==> config.mk <==
export PLATFORM = sky130hd
export DESIGN_NAME = energy_gated_segment_detector_top
export DESIGN_NICKNAME = d
export VERILOG_FILES = /design/src/rtl/egsd_pkg.sv /design/src/rtl/energy_gated_segment_detector_top.sv /design/src/rtl/egsd_front.sv /design/src/rtl/egsd_queue.sv /design/src/rtl/egsd_back.sv
export VERILOG_INCLUDE_DIRS = /design/src /design/src/rtl
export SDC_FILE = /design/constraint.sdc
export NUM_CORES = 2
export LEC_CHECK = 0
export BUFFER_PORTS_ARGS = -buffer_cell sky130_fd_sc_hd__buf_2
export CAP_MARGIN = 5
export CORE_MARGIN = 5
export CORE_UTILIZATION = 50
export DETAILED_ROUTE_END_ITERATION = 12
export GPL_TIMING_DRIVEN = 0
export PLACE_DENSITY = 0.66
export SLEW_MARGIN = 20
export SYNTH_ARGS = -nofsm -noshare
export SYNTH_HDL_FRONTEND = slang
export SYNTH_SLANG_ARGS = --single-unit
==> constraint.sdc <==
create_clock -name clock -period 29.6 [get_ports clock]
set_input_delay 8.88 -clock clock [delete_from_list [all_inputs] [get_ports clock]]
set_output_delay 8.88 -clock clock [all_outputs]
set_load 0.05 [all_outputs]
==> src/rtl/assert_macros.svh <==
// ----------------------------------------------------------------------------
// Assertion macros
// Shared concurrent assertion forms for the segment detector.
// ----------------------------------------------------------------------------
`ifndef ASSERT_MACROS_SVH
`define ASSERT_MACROS_SVH

// property must hold at every edge outside reset
`define EGSD_ASSERT(lbl, clk, rst, prop, msg) \
   lbl: assert property (@(posedge clk) disable iff (rst) (prop)) else $error(msg);

// condition must never be seen outside reset
`define EGSD_NEVER(lbl, clk, rst, cond, msg) \
   lbl: assert property (@(posedge clk) disable iff (rst) !(cond)) else $error(msg);

`endif

==> src/rtl/egsd_pkg.sv <==
// ----------------------------------------------------------------------------
// egsd_pkg
// Types and constants shared by the energy gated segment detector.
// ----------------------------------------------------------------------------
package egsd_pkg;

   localparam int INDEX_BITS_DEF  = 32;
   localparam int QUEUE_DEPTH_DEF = 4;

   localparam int CSR_INDEX_W = 3;
   localparam int CSR_DATA_W  = 32;

   localparam logic [CSR_INDEX_W-1:0] CSR_ENERGY_THRESHOLD = 3'd0;
   localparam logic [CSR_INDEX_W-1:0] CSR_HANG_SAMPLES     = 3'd1;
   localparam logic [CSR_INDEX_W-1:0] CSR_BACK_PAD         = 3'd2;
   localparam logic [CSR_INDEX_W-1:0] CSR_FRONT_PAD        = 3'd3;
   localparam logic [CSR_INDEX_W-1:0] CSR_MIN_LENGTH       = 3'd4;
   localparam logic [CSR_INDEX_W-1:0] CSR_WINDOW_LENGTH    = 3'd5;
   localparam logic [CSR_INDEX_W-1:0] CSR_STREAM_LENGTH    = 3'd6;

   localparam logic [30:0] ENERGY_THRESHOLD_RST = 31'd10737;
   localparam logic [15:0] HANG_SAMPLES_RST     = 16'd441;
   localparam logic [15:0] BACK_PAD_RST         = 16'd88;
   localparam logic [15:0] FRONT_PAD_RST        = 16'd88;
   localparam logic [19:0] MIN_LENGTH_RST       = 20'd2205;
   localparam logic [15:0] WINDOW_LENGTH_RST    = 16'd1024;
   localparam logic [31:0] STREAM_LENGTH_RST    = 32'hFFFF_FFFF;

   typedef struct packed {
      logic [30:0] energy_threshold;
      logic [15:0] hang_samples;
      logic [15:0] back_pad;
      logic [15:0] front_pad;
      logic [19:0] min_length;
      logic [15:0] window_length;
      logic [31:0] stream_length;
   } cfg_type;

   typedef enum logic [1:0] {
      EVT_NONE,
      EVT_CLOSE,
      EVT_FLUSH
   } evt_kind_type;

   typedef struct packed {
      evt_kind_type kind;
      logic         clr;
   } evt_ctl_type;

endpackage

==> src/rtl/energy_gated_segment_detector_top.sv <==
// ----------------------------------------------------------------------------
// energy_gated_segment_detector_top
// Energy gated segment detector with hangover, padding and window extension.
// ----------------------------------------------------------------------------
// Takes one signed 16-bit sample per cycle while the queue has room, and
// reports each detected segment as start index, end index (one past the last
// sample) and a running number from 1. The classifier updates the segment
// state in the cycle a sample is transferred and posts close or stream-end
// events into a QUEUE_DEPTH-entry queue; the segment calculator takes one
// event per cycle through three arithmetic stages and an output register,
// from which each segment shows on rsp_valid. A stalled result holds the
// calculator, and input is stalled only once the queue is full.
// Configuration writes take effect at once and belong in idle periods.
// ----------------------------------------------------------------------------
module energy_gated_segment_detector_top #(
   parameter int INDEX_BITS  = egsd_pkg::INDEX_BITS_DEF,
   parameter int QUEUE_DEPTH = egsd_pkg::QUEUE_DEPTH_DEF
) (
   input  logic                            clock,
   input  logic                            reset,
   input  logic                            req_valid,
   output logic                            req_stall,
   input  logic signed [15:0]              req_sample,
   input  logic                            req_last,
   output logic                            rsp_valid,
   input  logic                            rsp_stall,
   output logic [31:0]                     rsp_segment_start,
   output logic [31:0]                     rsp_segment_end,
   output logic [31:0]                     rsp_segment_number,
   input  logic                            csr_write_enable,
   input  logic [egsd_pkg::CSR_INDEX_W-1:0] csr_index,
   input  logic [egsd_pkg::CSR_DATA_W-1:0]  csr_write_data
);
   import egsd_pkg::*;

   localparam int QW = $bits(evt_ctl_type) + 2 * INDEX_BITS;

   cfg_type               cfg_ff, cfg_in;

   logic                  push;
   evt_ctl_type           push_ctl;
   logic [INDEX_BITS-1:0] push_index;
   logic [INDEX_BITS-1:0] push_start;
   logic                  q_full;
   logic                  pop;
   logic                  q_valid;
   logic [QW-1:0]         q_data;
   evt_ctl_type           q_ctl;
   logic [INDEX_BITS-1:0] q_index;
   logic [INDEX_BITS-1:0] q_start;

   always_comb begin
      cfg_in = cfg_ff;
      if (csr_write_enable) begin
         case (csr_index)
            CSR_ENERGY_THRESHOLD: cfg_in.energy_threshold = csr_write_data[30:0];
            CSR_HANG_SAMPLES:     cfg_in.hang_samples     = csr_write_data[15:0];
            CSR_BACK_PAD:         cfg_in.back_pad         = csr_write_data[15:0];
            CSR_FRONT_PAD:        cfg_in.front_pad        = csr_write_data[15:0];
            CSR_MIN_LENGTH:       cfg_in.min_length       = csr_write_data[19:0];
            CSR_WINDOW_LENGTH:    cfg_in.window_length    = csr_write_data[15:0];
            CSR_STREAM_LENGTH:    cfg_in.stream_length    = csr_write_data[31:0];
            default:              cfg_in = cfg_ff;
         endcase
      end
   end

   always_ff @(posedge clock) begin
      if (reset) begin
         cfg_ff.energy_threshold <= ENERGY_THRESHOLD_RST;
         cfg_ff.hang_samples     <= HANG_SAMPLES_RST;
         cfg_ff.back_pad         <= BACK_PAD_RST;
         cfg_ff.front_pad        <= FRONT_PAD_RST;
         cfg_ff.min_length       <= MIN_LENGTH_RST;
         cfg_ff.window_length    <= WINDOW_LENGTH_RST;
         cfg_ff.stream_length    <= STREAM_LENGTH_RST;
      end else begin
         cfg_ff <= cfg_in;
      end
   end

   egsd_front #(
      .INDEX_BITS (INDEX_BITS)
   ) u_front (
      .clock      (clock),
      .reset      (reset),
      .cfg        (cfg_ff),
      .req_valid  (req_valid),
      .req_stall  (req_stall),
      .req_sample (req_sample),
      .req_last   (req_last),
      .q_full     (q_full),
      .push       (push),
      .push_ctl   (push_ctl),
      .push_index (push_index),
      .push_start (push_start)
   );

   egsd_queue #(
      .WIDTH (QW),
      .DEPTH (QUEUE_DEPTH)
   ) u_queue (
      .clock      (clock),
      .reset      (reset),
      .push       (push),
      .push_data  ({push_ctl, push_index, push_start}),
      .full       (q_full),
      .pop        (pop),
      .head_valid (q_valid),
      .head_data  (q_data)
   );

   assign q_ctl   = q_data[QW-1 -: $bits(evt_ctl_type)];
   assign q_index = q_data[2*INDEX_BITS-1 -: INDEX_BITS];
   assign q_start = q_data[INDEX_BITS-1:0];

   egsd_back #(
      .INDEX_BITS (INDEX_BITS)
   ) u_back (
      .clock              (clock),
      .reset              (reset),
      .cfg                (cfg_ff),
      .q_valid            (q_valid),
      .q_ctl              (q_ctl),
      .q_index            (q_index),
      .q_start            (q_start),
      .pop                (pop),
      .rsp_valid          (rsp_valid),
      .rsp_stall          (rsp_stall),
      .rsp_segment_start  (rsp_segment_start),
      .rsp_segment_end    (rsp_segment_end),
      .rsp_segment_number (rsp_segment_number)
   );

endmodule

==> src/rtl/egsd_front.sv <==
// ----------------------------------------------------------------------------
// egsd_front
// Classifies each sample as loud or silent, tracks the open segment and
// posts close, flush and end-of-stream events to the event queue.
// ----------------------------------------------------------------------------
`include "assert_macros.svh"

module egsd_front #(
   parameter int INDEX_BITS = egsd_pkg::INDEX_BITS_DEF
) (
   input  logic                    clock,
   input  logic                    reset,
   input  egsd_pkg::cfg_type       cfg,
   input  logic                    req_valid,
   output logic                    req_stall,
   input  logic signed [15:0]      req_sample,
   input  logic                    req_last,
   input  logic                    q_full,
   output logic                    push,
   output egsd_pkg::evt_ctl_type   push_ctl,
   output logic [INDEX_BITS-1:0]   push_index,
   output logic [INDEX_BITS-1:0]   push_start
);
   import egsd_pkg::*;

   logic [INDEX_BITS-1:0] index_ff, index_in;
   logic [INDEX_BITS-1:0] open_start_ff, open_start_in;
   logic                  open_ff, open_in;
   logic [31:0]           silent_ff, silent_in;

   logic signed [31:0]    square;
   logic                  accept;
   logic                  loud;
   logic [31:0]           silent_inc;
   logic                  close;
   logic                  open_after;
   logic [INDEX_BITS-1:0] start_after;

   assign req_stall = q_full;
   assign accept    = req_valid && !req_stall;

   assign square     = req_sample * req_sample;
   assign loud       = square[30:0] > cfg.energy_threshold;
   assign silent_inc = (silent_ff == '1) ? silent_ff : silent_ff + 32'd1;
   assign close      = !loud && open_ff && (silent_inc >= 32'(cfg.hang_samples));
   assign open_after = loud || (open_ff && !close);
   assign start_after = (loud && !open_ff) ? index_ff : open_start_ff;

   always_comb begin
      index_in      = index_ff;
      open_in       = open_ff;
      open_start_in = open_start_ff;
      silent_in     = silent_ff;
      if (accept) begin
         index_in = index_ff + INDEX_BITS'(1);
         if (loud) begin
            if (!open_ff) begin
               open_in       = 1'b1;
               open_start_in = index_ff;
               silent_in     = '0;
            end
         end else if (open_ff) begin
            silent_in = close ? '0 : silent_inc;
            open_in   = !close;
         end
         if (req_last) begin
            index_in      = '0;
            open_in       = 1'b0;
            open_start_in = '0;
            silent_in     = '0;
         end
      end
   end

   always_ff @(posedge clock) begin
      if (reset) begin
         index_ff      <= '0;
         open_ff       <= 1'b0;
         open_start_ff <= '0;
         silent_ff     <= '0;
      end else begin
         index_ff      <= index_in;
         open_ff       <= open_in;
         open_start_ff <= open_start_in;
         silent_ff     <= silent_in;
      end
   end

   always_comb begin
      push_ctl.clr = req_last;
      if (close) begin
         push_ctl.kind = EVT_CLOSE;
      end else if (req_last && open_after) begin
         push_ctl.kind = EVT_FLUSH;
      end else begin
         push_ctl.kind = EVT_NONE;
      end
   end

   assign push       = accept && (close || req_last);
   assign push_index = index_ff;
   assign push_start = start_after;

   `EGSD_ASSERT(a_front_no_push_full, clock, reset, push |-> !q_full,
      "event posted into a full queue")
   `EGSD_ASSERT(a_front_last_clears, clock, reset,
      (accept && req_last) |=> (index_ff == '0 && !open_ff),
      "stream state not cleared after final sample")

endmodule

==> src/rtl/egsd_queue.sv <==
// ----------------------------------------------------------------------------
// egsd_queue
// Small register FIFO between the classifier and the segment calculator.
// ----------------------------------------------------------------------------
`include "assert_macros.svh"

module egsd_queue #(
   parameter int WIDTH = 8,
   parameter int DEPTH = egsd_pkg::QUEUE_DEPTH_DEF
) (
   input  logic             clock,
   input  logic             reset,
   input  logic             push,
   input  logic [WIDTH-1:0] push_data,
   output logic             full,
   input  logic             pop,
   output logic             head_valid,
   output logic [WIDTH-1:0] head_data
);
   import egsd_pkg::*;

   localparam int PW = (DEPTH > 1) ? $clog2(DEPTH) : 1;
   localparam int CNTW = $clog2(DEPTH + 1);

   logic [WIDTH-1:0] slot_ff [DEPTH];
   logic [PW-1:0]    wr_ptr_ff, wr_ptr_in;
   logic [PW-1:0]    rd_ptr_ff, rd_ptr_in;
   logic [CNTW-1:0]  count_ff, count_in;

   assign full       = (count_ff == CNTW'(DEPTH));
   assign head_valid = (count_ff != '0);
   assign head_data  = slot_ff[rd_ptr_ff];

   always_comb begin
      wr_ptr_in = wr_ptr_ff;
      rd_ptr_in = rd_ptr_ff;
      count_in  = count_ff;
      if (push) begin
         wr_ptr_in = (wr_ptr_ff == PW'(DEPTH - 1)) ? '0 : wr_ptr_ff + PW'(1);
      end
      if (pop) begin
         rd_ptr_in = (rd_ptr_ff == PW'(DEPTH - 1)) ? '0 : rd_ptr_ff + PW'(1);
      end
      if (push && !pop) begin
         count_in = count_ff + CNTW'(1);
      end else if (pop && !push) begin
         count_in = count_ff - CNTW'(1);
      end
   end

   always_ff @(posedge clock) begin
      if (reset) begin
         wr_ptr_ff <= '0;
         rd_ptr_ff <= '0;
         count_ff  <= '0;
      end else begin
         wr_ptr_ff <= wr_ptr_in;
         rd_ptr_ff <= rd_ptr_in;
         count_ff  <= count_in;
      end
   end

   always_ff @(posedge clock) begin
      if (push) begin
         slot_ff[wr_ptr_ff] <= push_data;
      end
   end

   `EGSD_NEVER(a_queue_pop_empty, clock, reset, pop && count_ff == '0,
      "event taken from an empty queue")

endmodule

==> src/rtl/egsd_back.sv <==
// ----------------------------------------------------------------------------
// egsd_back
// Pads, extends and clamps closed segments, handles stream-end flushes and
// numbers the emitted segments through an output register.
// ----------------------------------------------------------------------------
`include "assert_macros.svh"

module egsd_back #(
   parameter int INDEX_BITS = egsd_pkg::INDEX_BITS_DEF
) (
   input  logic                    clock,
   input  logic                    reset,
   input  egsd_pkg::cfg_type       cfg,
   input  logic                    q_valid,
   input  egsd_pkg::evt_ctl_type   q_ctl,
   input  logic [INDEX_BITS-1:0]   q_index,
   input  logic [INDEX_BITS-1:0]   q_start,
   output logic                    pop,
   output logic                    rsp_valid,
   input  logic                    rsp_stall,
   output logic [31:0]             rsp_segment_start,
   output logic [31:0]             rsp_segment_end,
   output logic [31:0]             rsp_segment_number
);
   import egsd_pkg::*;

   localparam int CW = ((INDEX_BITS > 32) ? INDEX_BITS : 32) + 3;

   logic adv;

   logic signed [CW-1:0] idx_ext, st_ext, bp_ext, hang_ext, fp_ext;
   logic signed [CW-1:0] ml_ext, win_ext, sl_ext;
   logic signed [CW-1:0] end0, stp_raw, stp, fld;

   logic                 s1_vld_ff, s1_vld_in;
   evt_ctl_type          s1_ctl_ff, s1_ctl_in;
   logic signed [CW-1:0] s1_end0_ff, s1_end0_in;
   logic signed [CW-1:0] s1_st_ff, s1_st_in;
   logic signed [CW-1:0] s1_stp_ff, s1_stp_in;
   logic signed [CW-1:0] s1_fld_ff, s1_fld_in;

   logic signed [CW-1:0] d_close, d_win, end1;
   logic                 keep;

   logic                 s2_vld_ff, s2_vld_in;
   logic                 s2_emit_ff, s2_emit_in;
   logic                 s2_flush_ff, s2_flush_in;
   logic                 s2_clr_ff, s2_clr_in;
   logic [31:0]          s2_start_ff, s2_start_in;
   logic signed [CW-1:0] s2_end1_ff, s2_end1_in;

   logic                 s3_vld_ff, s3_vld_in;
   logic                 s3_emit_ff, s3_emit_in;
   logic                 s3_flush_ff, s3_flush_in;
   logic                 s3_clr_ff, s3_clr_in;
   logic [31:0]          s3_start_ff, s3_start_in;
   logic signed [CW-1:0] s3_end2_ff, s3_end2_in;

   logic signed [CW-1:0] end_clamp;
   logic [31:0]          end_final;
   logic                 load_rsp;

   logic                 rsp_valid_ff, rsp_valid_in;
   logic [31:0]          rsp_start_ff, rsp_start_in;
   logic [31:0]          rsp_end_ff, rsp_end_in;
   logic [31:0]          rsp_number_ff, rsp_number_in;
   logic [31:0]          cnt_ff, cnt_in;

   assign adv = !rsp_valid_ff || !rsp_stall;
   assign pop = adv && q_valid;

   // entry: raw end, padded start, flush span
   assign idx_ext  = CW'(q_index);
   assign st_ext   = CW'(q_start);
   assign bp_ext   = CW'(cfg.back_pad);
   assign hang_ext = CW'(cfg.hang_samples);
   assign fp_ext   = CW'(cfg.front_pad);
   assign ml_ext   = CW'(cfg.min_length);
   assign win_ext  = CW'(cfg.window_length);
   assign sl_ext   = CW'(cfg.stream_length);

   assign end0    = idx_ext + CW'(1) + bp_ext - hang_ext;
   assign stp_raw = st_ext - fp_ext;
   assign stp     = stp_raw[CW-1] ? '0 : stp_raw;
   assign fld     = sl_ext - st_ext;

   assign s1_vld_in  = adv ? q_valid : s1_vld_ff;
   assign s1_ctl_in  = adv ? q_ctl   : s1_ctl_ff;
   assign s1_end0_in = adv ? end0    : s1_end0_ff;
   assign s1_st_in   = adv ? st_ext  : s1_st_ff;
   assign s1_stp_in  = adv ? stp     : s1_stp_ff;
   assign s1_fld_in  = adv ? fld     : s1_fld_ff;

   // length check and window extension
   assign d_close = s1_end0_ff - s1_st_ff;
   assign d_win   = s1_end0_ff - s1_stp_ff;
   assign end1    = (d_win < win_ext) ? s1_stp_ff + win_ext + CW'(1) : s1_end0_ff;

   always_comb begin
      case (s1_ctl_ff.kind)
         EVT_CLOSE: keep = d_close > ml_ext;
         EVT_FLUSH: keep = s1_fld_ff >= win_ext;
         default:   keep = 1'b0;
      endcase
   end

   assign s2_vld_in   = adv ? s1_vld_ff : s2_vld_ff;
   assign s2_emit_in  = adv ? keep : s2_emit_ff;
   assign s2_flush_in = adv ? (s1_ctl_ff.kind == EVT_FLUSH) : s2_flush_ff;
   assign s2_clr_in   = adv ? s1_ctl_ff.clr : s2_clr_ff;
   assign s2_start_in = adv ? ((s1_ctl_ff.kind == EVT_CLOSE) ? s1_stp_ff[31:0]
                                                             : s1_st_ff[31:0])
                            : s2_start_ff;
   assign s2_end1_in  = adv ? end1 : s2_end1_ff;

   // back padding
   assign s3_vld_in   = adv ? s2_vld_ff   : s3_vld_ff;
   assign s3_emit_in  = adv ? s2_emit_ff  : s3_emit_ff;
   assign s3_flush_in = adv ? s2_flush_ff : s3_flush_ff;
   assign s3_clr_in   = adv ? s2_clr_ff   : s3_clr_ff;
   assign s3_start_in = adv ? s2_start_ff : s3_start_ff;
   assign s3_end2_in  = adv ? (s2_end1_ff + bp_ext) : s3_end2_ff;

   // clamp, number and hold for transfer
   assign end_clamp = (s3_end2_ff > sl_ext) ? sl_ext : s3_end2_ff;
   assign end_final = s3_flush_ff ? cfg.stream_length : end_clamp[31:0];
   assign load_rsp  = adv && s3_vld_ff && s3_emit_ff;

   assign rsp_valid_in  = adv ? (s3_vld_ff && s3_emit_ff) : rsp_valid_ff;
   assign rsp_start_in  = load_rsp ? s3_start_ff : rsp_start_ff;
   assign rsp_end_in    = load_rsp ? end_final : rsp_end_ff;
   assign rsp_number_in = load_rsp ? cnt_ff + 32'd1 : rsp_number_ff;

   always_comb begin
      cnt_in = cnt_ff;
      if (adv && s3_vld_ff) begin
         if (s3_clr_ff) begin
            cnt_in = '0;
         end else if (s3_emit_ff) begin
            cnt_in = cnt_ff + 32'd1;
         end
      end
   end

   always_ff @(posedge clock) begin
      if (reset) begin
         s1_vld_ff    <= 1'b0;
         s2_vld_ff    <= 1'b0;
         s3_vld_ff    <= 1'b0;
         rsp_valid_ff <= 1'b0;
         cnt_ff       <= '0;
      end else begin
         s1_vld_ff    <= s1_vld_in;
         s2_vld_ff    <= s2_vld_in;
         s3_vld_ff    <= s3_vld_in;
         rsp_valid_ff <= rsp_valid_in;
         cnt_ff       <= cnt_in;
      end
   end

   always_ff @(posedge clock) begin
      s1_ctl_ff     <= s1_ctl_in;
      s1_end0_ff    <= s1_end0_in;
      s1_st_ff      <= s1_st_in;
      s1_stp_ff     <= s1_stp_in;
      s1_fld_ff     <= s1_fld_in;
      s2_emit_ff    <= s2_emit_in;
      s2_flush_ff   <= s2_flush_in;
      s2_clr_ff     <= s2_clr_in;
      s2_start_ff   <= s2_start_in;
      s2_end1_ff    <= s2_end1_in;
      s3_emit_ff    <= s3_emit_in;
      s3_flush_ff   <= s3_flush_in;
      s3_clr_ff     <= s3_clr_in;
      s3_start_ff   <= s3_start_in;
      s3_end2_ff    <= s3_end2_in;
      rsp_start_ff  <= rsp_start_in;
      rsp_end_ff    <= rsp_end_in;
      rsp_number_ff <= rsp_number_in;
   end

   assign rsp_valid          = rsp_valid_ff;
   assign rsp_segment_start  = rsp_start_ff;
   assign rsp_segment_end    = rsp_end_ff;
   assign rsp_segment_number = rsp_number_ff;

   `EGSD_ASSERT(a_back_count_clear, clock, reset,
      (adv && s3_vld_ff && s3_clr_ff) |=> (cnt_ff == '0),
      "segment count not cleared at stream end")

endmodule
==> results.md <==
Setup path:
- The worst setup path is launched from an input pin.
- The nature of the critical path endpoint is a flip-flop.
- In this run the critical register-to-register path is captured at u_back.s1_stp_ff[16].
- The largest driver fanout on the critical path is 10.
- The length in cells of the worst reg-to-reg path is 19.
- The critical path's most frequent cell is sky130_fd_sc_hd__inv_1.
- At the worst endpoint, the required time is 30.19 ns.
- The buffering stage count on the worst path with inverters included is 12.
- On the worst path, the slowest cell contributes a delay of 0.65 ns.
- The kind of critical path is in -> reg.
- The data arrival time at the worst-slack endpoint is slightly below 20 ns.
- Broken down by cell family, the worst path's largest delay share belongs to adder cells.
- For flop-to-flop paths, the worst setup slack is 21.68 ns.
- Among all stages on the critical path, the largest delay is contributed by sky130_fd_sc_hd__a311oi_1.

Route:
- The wire length after detailed routing is 155.8 mm.
- The number of DRC violations after detailed-routing iteration 0 is 3640.
- The post-detailed-route count of antenna-violating nets is 0.
- The via count of the routed design is 41697.
- The number of remaining DRC errors is 0.
- The average via count per standard cell is 5.644.
- Before antenna repair, the detailed router went through 5 iterations.
- Dividing the detail-routed wire length by the instance count gives 21.09 um.

Synth:
- The total nets after synthesis is 6228.
- In the synthesized netlist the dominant register cell turns out to be sky130_fd_sc_hd__edfxtp_1.
- In this run the mean area of a mapped cell was approximately 10 um2.
- The main combinational cell family by area after synthesis is adder cells.
- The cell area that synthesis handed to floorplanning was 0.05780 mm2.
- The cell type with the largest total area after synthesis is sky130_fd_sc_hd__edfxtp_1.
- The number of enable flip-flop cells after synthesis is 640.
- The number of synthesis warnings is 0.
- The unique cell type count in the Yosys netlist is 95.
- In this run, synthesis produced a sequential element count of ~930.
- The count of mapped cells out of synthesis is about 5500.
- The post-synthesis simple-gate area fraction is 13.41%.
- The portion of synthesized cell area occupied by the leading cell type is 33.25%.
- The multiplexer share of the synthesized area is 4.546%.
- In the post-synthesis netlist, the biggest area contributors are sky130_fd_sc_hd__edfxtp_1 33%, sky130_fd_sc_hd__dfxtp_1 10%, sky130_fd_sc_hd__ha_1 8.9%, sky130_fd_sc_hd__fa_1 8.8%, sky130_fd_sc_hd__inv_1 4.3%.
- The synthesized netlist devotes 4.940% of its cell area to XOR and XNOR gates.
- The complex-gate fraction of the synthesized area is 10.64%.
- The share of the Yosys chip area taken by registers is 43.26%.
- Of the total synthesized cell area, the portion taken by full adders, half adders and majority gates is between 10% and 20%.
- In the synthesized netlist the async set-or-reset flop fraction comes to 0%.

Place:
- The routability congestion estimate from global placement is 0.9355.
- Summed over all nets, the half-perimeter wirelength after detailed placement is 124.3 mm.
- During placement, the flow inserted port buffers numbering ~150.
- The worst-case setup slack after placement is around 9.7 ns.

Timing:
- The smallest setup slack after layout is 10.33 ns.
- The final critical path takes up 65.09% of the cycle.
- Setup violations remaining at the end of the flow were counted as 0.
- The worst hold slack across all endpoints is 0.4141 ns.
- The number of hold violations in the final report is 0.
- The transition at the pin with the smallest max-transition slack is 1.123 ns.
- After layout, the minimum clock period comes to 19.27 ns.
- Based on the critical path, the design can be clocked at up to about 52 MHz.
- Across the routed clock network, the largest skew measured is 0.08191 ns.
- The worst slew slack as a fraction of its limit is 25.15%.
- The number of pins exceeding their max-slew limit in the final report is 0.
- Setup repair after global routing left no endpoint under its margin.
- In the final timing run, aggregate negative setup slack is 0 ns.

Layout:
- The final layout contains 6504 nets.
- The final core utilization is 56.19%.
- In the final layout, the share of cells above drive strength 1 is 9.147%.
- The area growth from synthesis to final layout is 11.32%.

GRT:
- The initial antenna violation count is 8.
- The number of global-route vias before repair is 40784.
- The routing usage on met1 is 34.98%.
- For this run, the total global-route usage over all layers was measured as ~25%.
- The maximum number of pins on one net before global-route repair is between 70 and 80.
- The layer flagged by global routing as most heavily used is met2.
- The met3 track demand over resource in global routing is 3.644%.
- The fraction of met2 tracks used by global routing is 41.01%.
- The first global-routing pass estimated roughly 240 mm of wire.
- The remaining global-route overflow is 0.

Clocking:
- TritonCTS built the clock tree.
- The total number of clock tree sinks is 929.
- The cell sitting at the root of the clock tree is a sky130_fd_sc_hd__clkbuf_16.
- In this run, CTS created clock tree buffers numbering 99.
- The deepest level of the CTS H-tree is 3.
- The count of instances resized after the clock tree is built is 0.
- At the later pin of the worst-skew pair, clock insertion delay measures 0.72 ns.
- The CTS clock-pin slew for the worst setup and hold paths is about 0.060 ns.
- The hold-fix buffer count after cts is 0.
- Counting along the longest clock path gives a buffer depth of 3.
- Once the clock tree was built, the setup fixing pass inserted 0 buffers.

Floorplanning:
- The area of the core is about 0.11 mm2.
- The initialized floorplan defines 124 standard-cell rows.
- For this configuration, the core starts out at a cell density of 50.48%.
- Measured along the y axis, the die boundary spans around 350 um.
- The floorplan die area is ~0.12 mm2.
- The width of the chip is 350.0 um.
- The count of boundary I/O pins is approximately 160.

Worst hold path:
- The beginning of the worst hold path is u_back.s2_start_ff[20].
- For hold timing, the worst endpoint is u_back.s3_start_ff[20].
- The number of cells on the worst hold path is 0.
- The worst hold path belongs to the class reg -> reg.

Status:
- The run finished with clean final reports.

Job:
- Max-cap violations in this run came to 0.
-- flip-flops by register name (all words and copies together), names as in the netlist, 3 cells and up, named ones only --
| signal | count |
|---|---|
| cfg_ff | 147 |
| u_back.cnt_ff | 32 |
| u_back.rsp_segment_end | 32 |
| u_back.rsp_segment_number | 32 |
| u_back.rsp_segment_start | 32 |
| u_back.s1_ctl_ff | 3 |
| u_back.s1_end0_ff | 35 |
| u_back.s1_fld_ff | 33 |
| u_back.s1_st_ff | 32 |
| u_back.s1_stp_ff | 33 |
| u_back.s2_end1_ff | 35 |
| u_back.s2_start_ff | 32 |
| u_back.s3_end2_ff | 35 |
| u_back.s3_start_ff | 32 |
| u_front.open_start_ff | 32 |
| u_front.push_index | 32 |
| u_front.silent_ff | 32 |
| u_queue.count_ff | 3 |
| u_queue.slot_ff | 268 |
-- stage by stage --
step	cell area (um2)	std cells
5_1_grt	64340	7387
6_report	64340	7388
3_5_place_dp	61000	7195
4_1_cts	64330	7383
2_1_floorplan	57800	5508
3_3_place_gp	60460	7174
-- synthesized netlist by cell type, types with 37 or more instances --
library cell               instances
sky130_fd_sc_hd__nand2_1         655
sky130_fd_sc_hd__nand3b_1         53
sky130_fd_sc_hd__nand4_1          65
sky130_fd_sc_hd__nor2_1          363
sky130_fd_sc_hd__nand3_1          99
sky130_fd_sc_hd__nor2b_1          68
sky130_fd_sc_hd__o21ai_0         178
sky130_fd_sc_hd__xnor2_1         216
sky130_fd_sc_hd__nor3_1           70
sky130_fd_sc_hd__a22oi_1          67
sky130_fd_sc_hd__nand2b_1         37
sky130_fd_sc_hd__xor2_1          110
sky130_fd_sc_hd__ha_1            409
sky130_fd_sc_hd__and2_1           64
sky130_fd_sc_hd__dfxtp_1         289
sky130_fd_sc_hd__a21o_1          112
sky130_fd_sc_hd__a21oi_1         297
sky130_fd_sc_hd__clkbuf_1        123
sky130_fd_sc_hd__edfxtp_1        640
sky130_fd_sc_hd__and3_1           65
sky130_fd_sc_hd__o21a_1           51
sky130_fd_sc_hd__mux4_2           67
sky130_fd_sc_hd__fa_1            254
sky130_fd_sc_hd__mux2_2           46
sky130_fd_sc_hd__inv_1           669
-- metal layers --
| layer | vias up | routed length, um |
|---|---|---|
| li1 | 19745 | - |
| met1 | 20412 | 66950 |
| met2 | 1310 | 71990 |
| met3 | 226 | 11420 |
| met4 | 4 | 5384 |
| met5 | - | 28 |
-- final cells by class --
type,count,area [um2]
antenna,5,12.51
buffer,159,693.2
clock buffer,147,2851
clock inverter,41,469.2
fill,9910,50160
inverter,669,2516
multi-input combinational,3751,29640
sequential,929,25000
tap,1512,1892
timing repair buffer,175,1256
-- worst max-delay path by stage --
stage | startpoint | endpoint | slack, ns | cells after the start
global placement | req_sample[4] | u_queue.slot_ff[1][39] | 5.46 | 32
finish | req_sample[4] | u_queue.count_ff[2] | 10.33 | 42
detailed placement | req_sample[4] | u_queue.count_ff[2] | 9.75 | 40
global route | req_sample[4] | u_queue.count_ff[2] | 9.78 | 42
CTS | req_sample[4] | u_queue.count_ff[2] | 10.41 | 40
floorplan | req_sample[4] | u_queue.slot_ff[0][0] | 10.03 | 32
-- worst register-to-register path, cell delays in order (launching register included) --
cell and delay, ns:
sky130_fd_sc_hd__dfxtp_1 0.43, sky130_fd_sc_hd__buf_1 0.71, sky130_fd_sc_hd__buf_2 0.48, sky130_fd_sc_hd__buf_2 0.36, sky130_fd_sc_hd__buf_2 0.37, sky130_fd_sc_hd__clkbuf_1 0.62
sky130_fd_sc_hd__clkbuf_1 0.56, sky130_fd_sc_hd__mux4_2 0.53, sky130_fd_sc_hd__ha_1 0.39, sky130_fd_sc_hd__o21a_1 0.14, sky130_fd_sc_hd__o21ai_0 0.23, sky130_fd_sc_hd__a21oi_1 0.15
sky130_fd_sc_hd__a211o_1 0.32, sky130_fd_sc_hd__nand3_1 0.12, sky130_fd_sc_hd__nand4_1 0.35, sky130_fd_sc_hd__or2_2 0.43, sky130_fd_sc_hd__clkbuf_1 0.17, sky130_fd_sc_hd__nor3_2 0.72
sky130_fd_sc_hd__buf_2 0.43, sky130_fd_sc_hd__a21oi_1 0.10
-- placed cells by master, fill, tap and decap left out, drive strengths merged, types with 113 or more instances in the layout --
cell type | Yosys | final
inv | 669 | 675
o21ai | 180 | 180
xnor2 | 216 | 216
fa | 254 | 254
ha | 409 | 409
a21oi | 299 | 299
nand2 | 656 | 656
a21o | 113 | 113
buf | 35 | 210
edfxtp | 640 | 640
clkbuf | 124 | 271
nor2 | 363 | 363
dfxtp | 289 | 289
-- kinds of logic after synthesis --
logic type / Yosys count
and+or+nand+nor: 1652
AOI/OAI and AO/OA: 950
buffers and inverters: 828
muxes: 159
DFF: 929
other: 1
adders and majority gates: 663
xor gates and xnor gates: 326
Power is not shown: default switching activity piles up to over one toggle a cycle in this logic, so the estimate is an artifact.
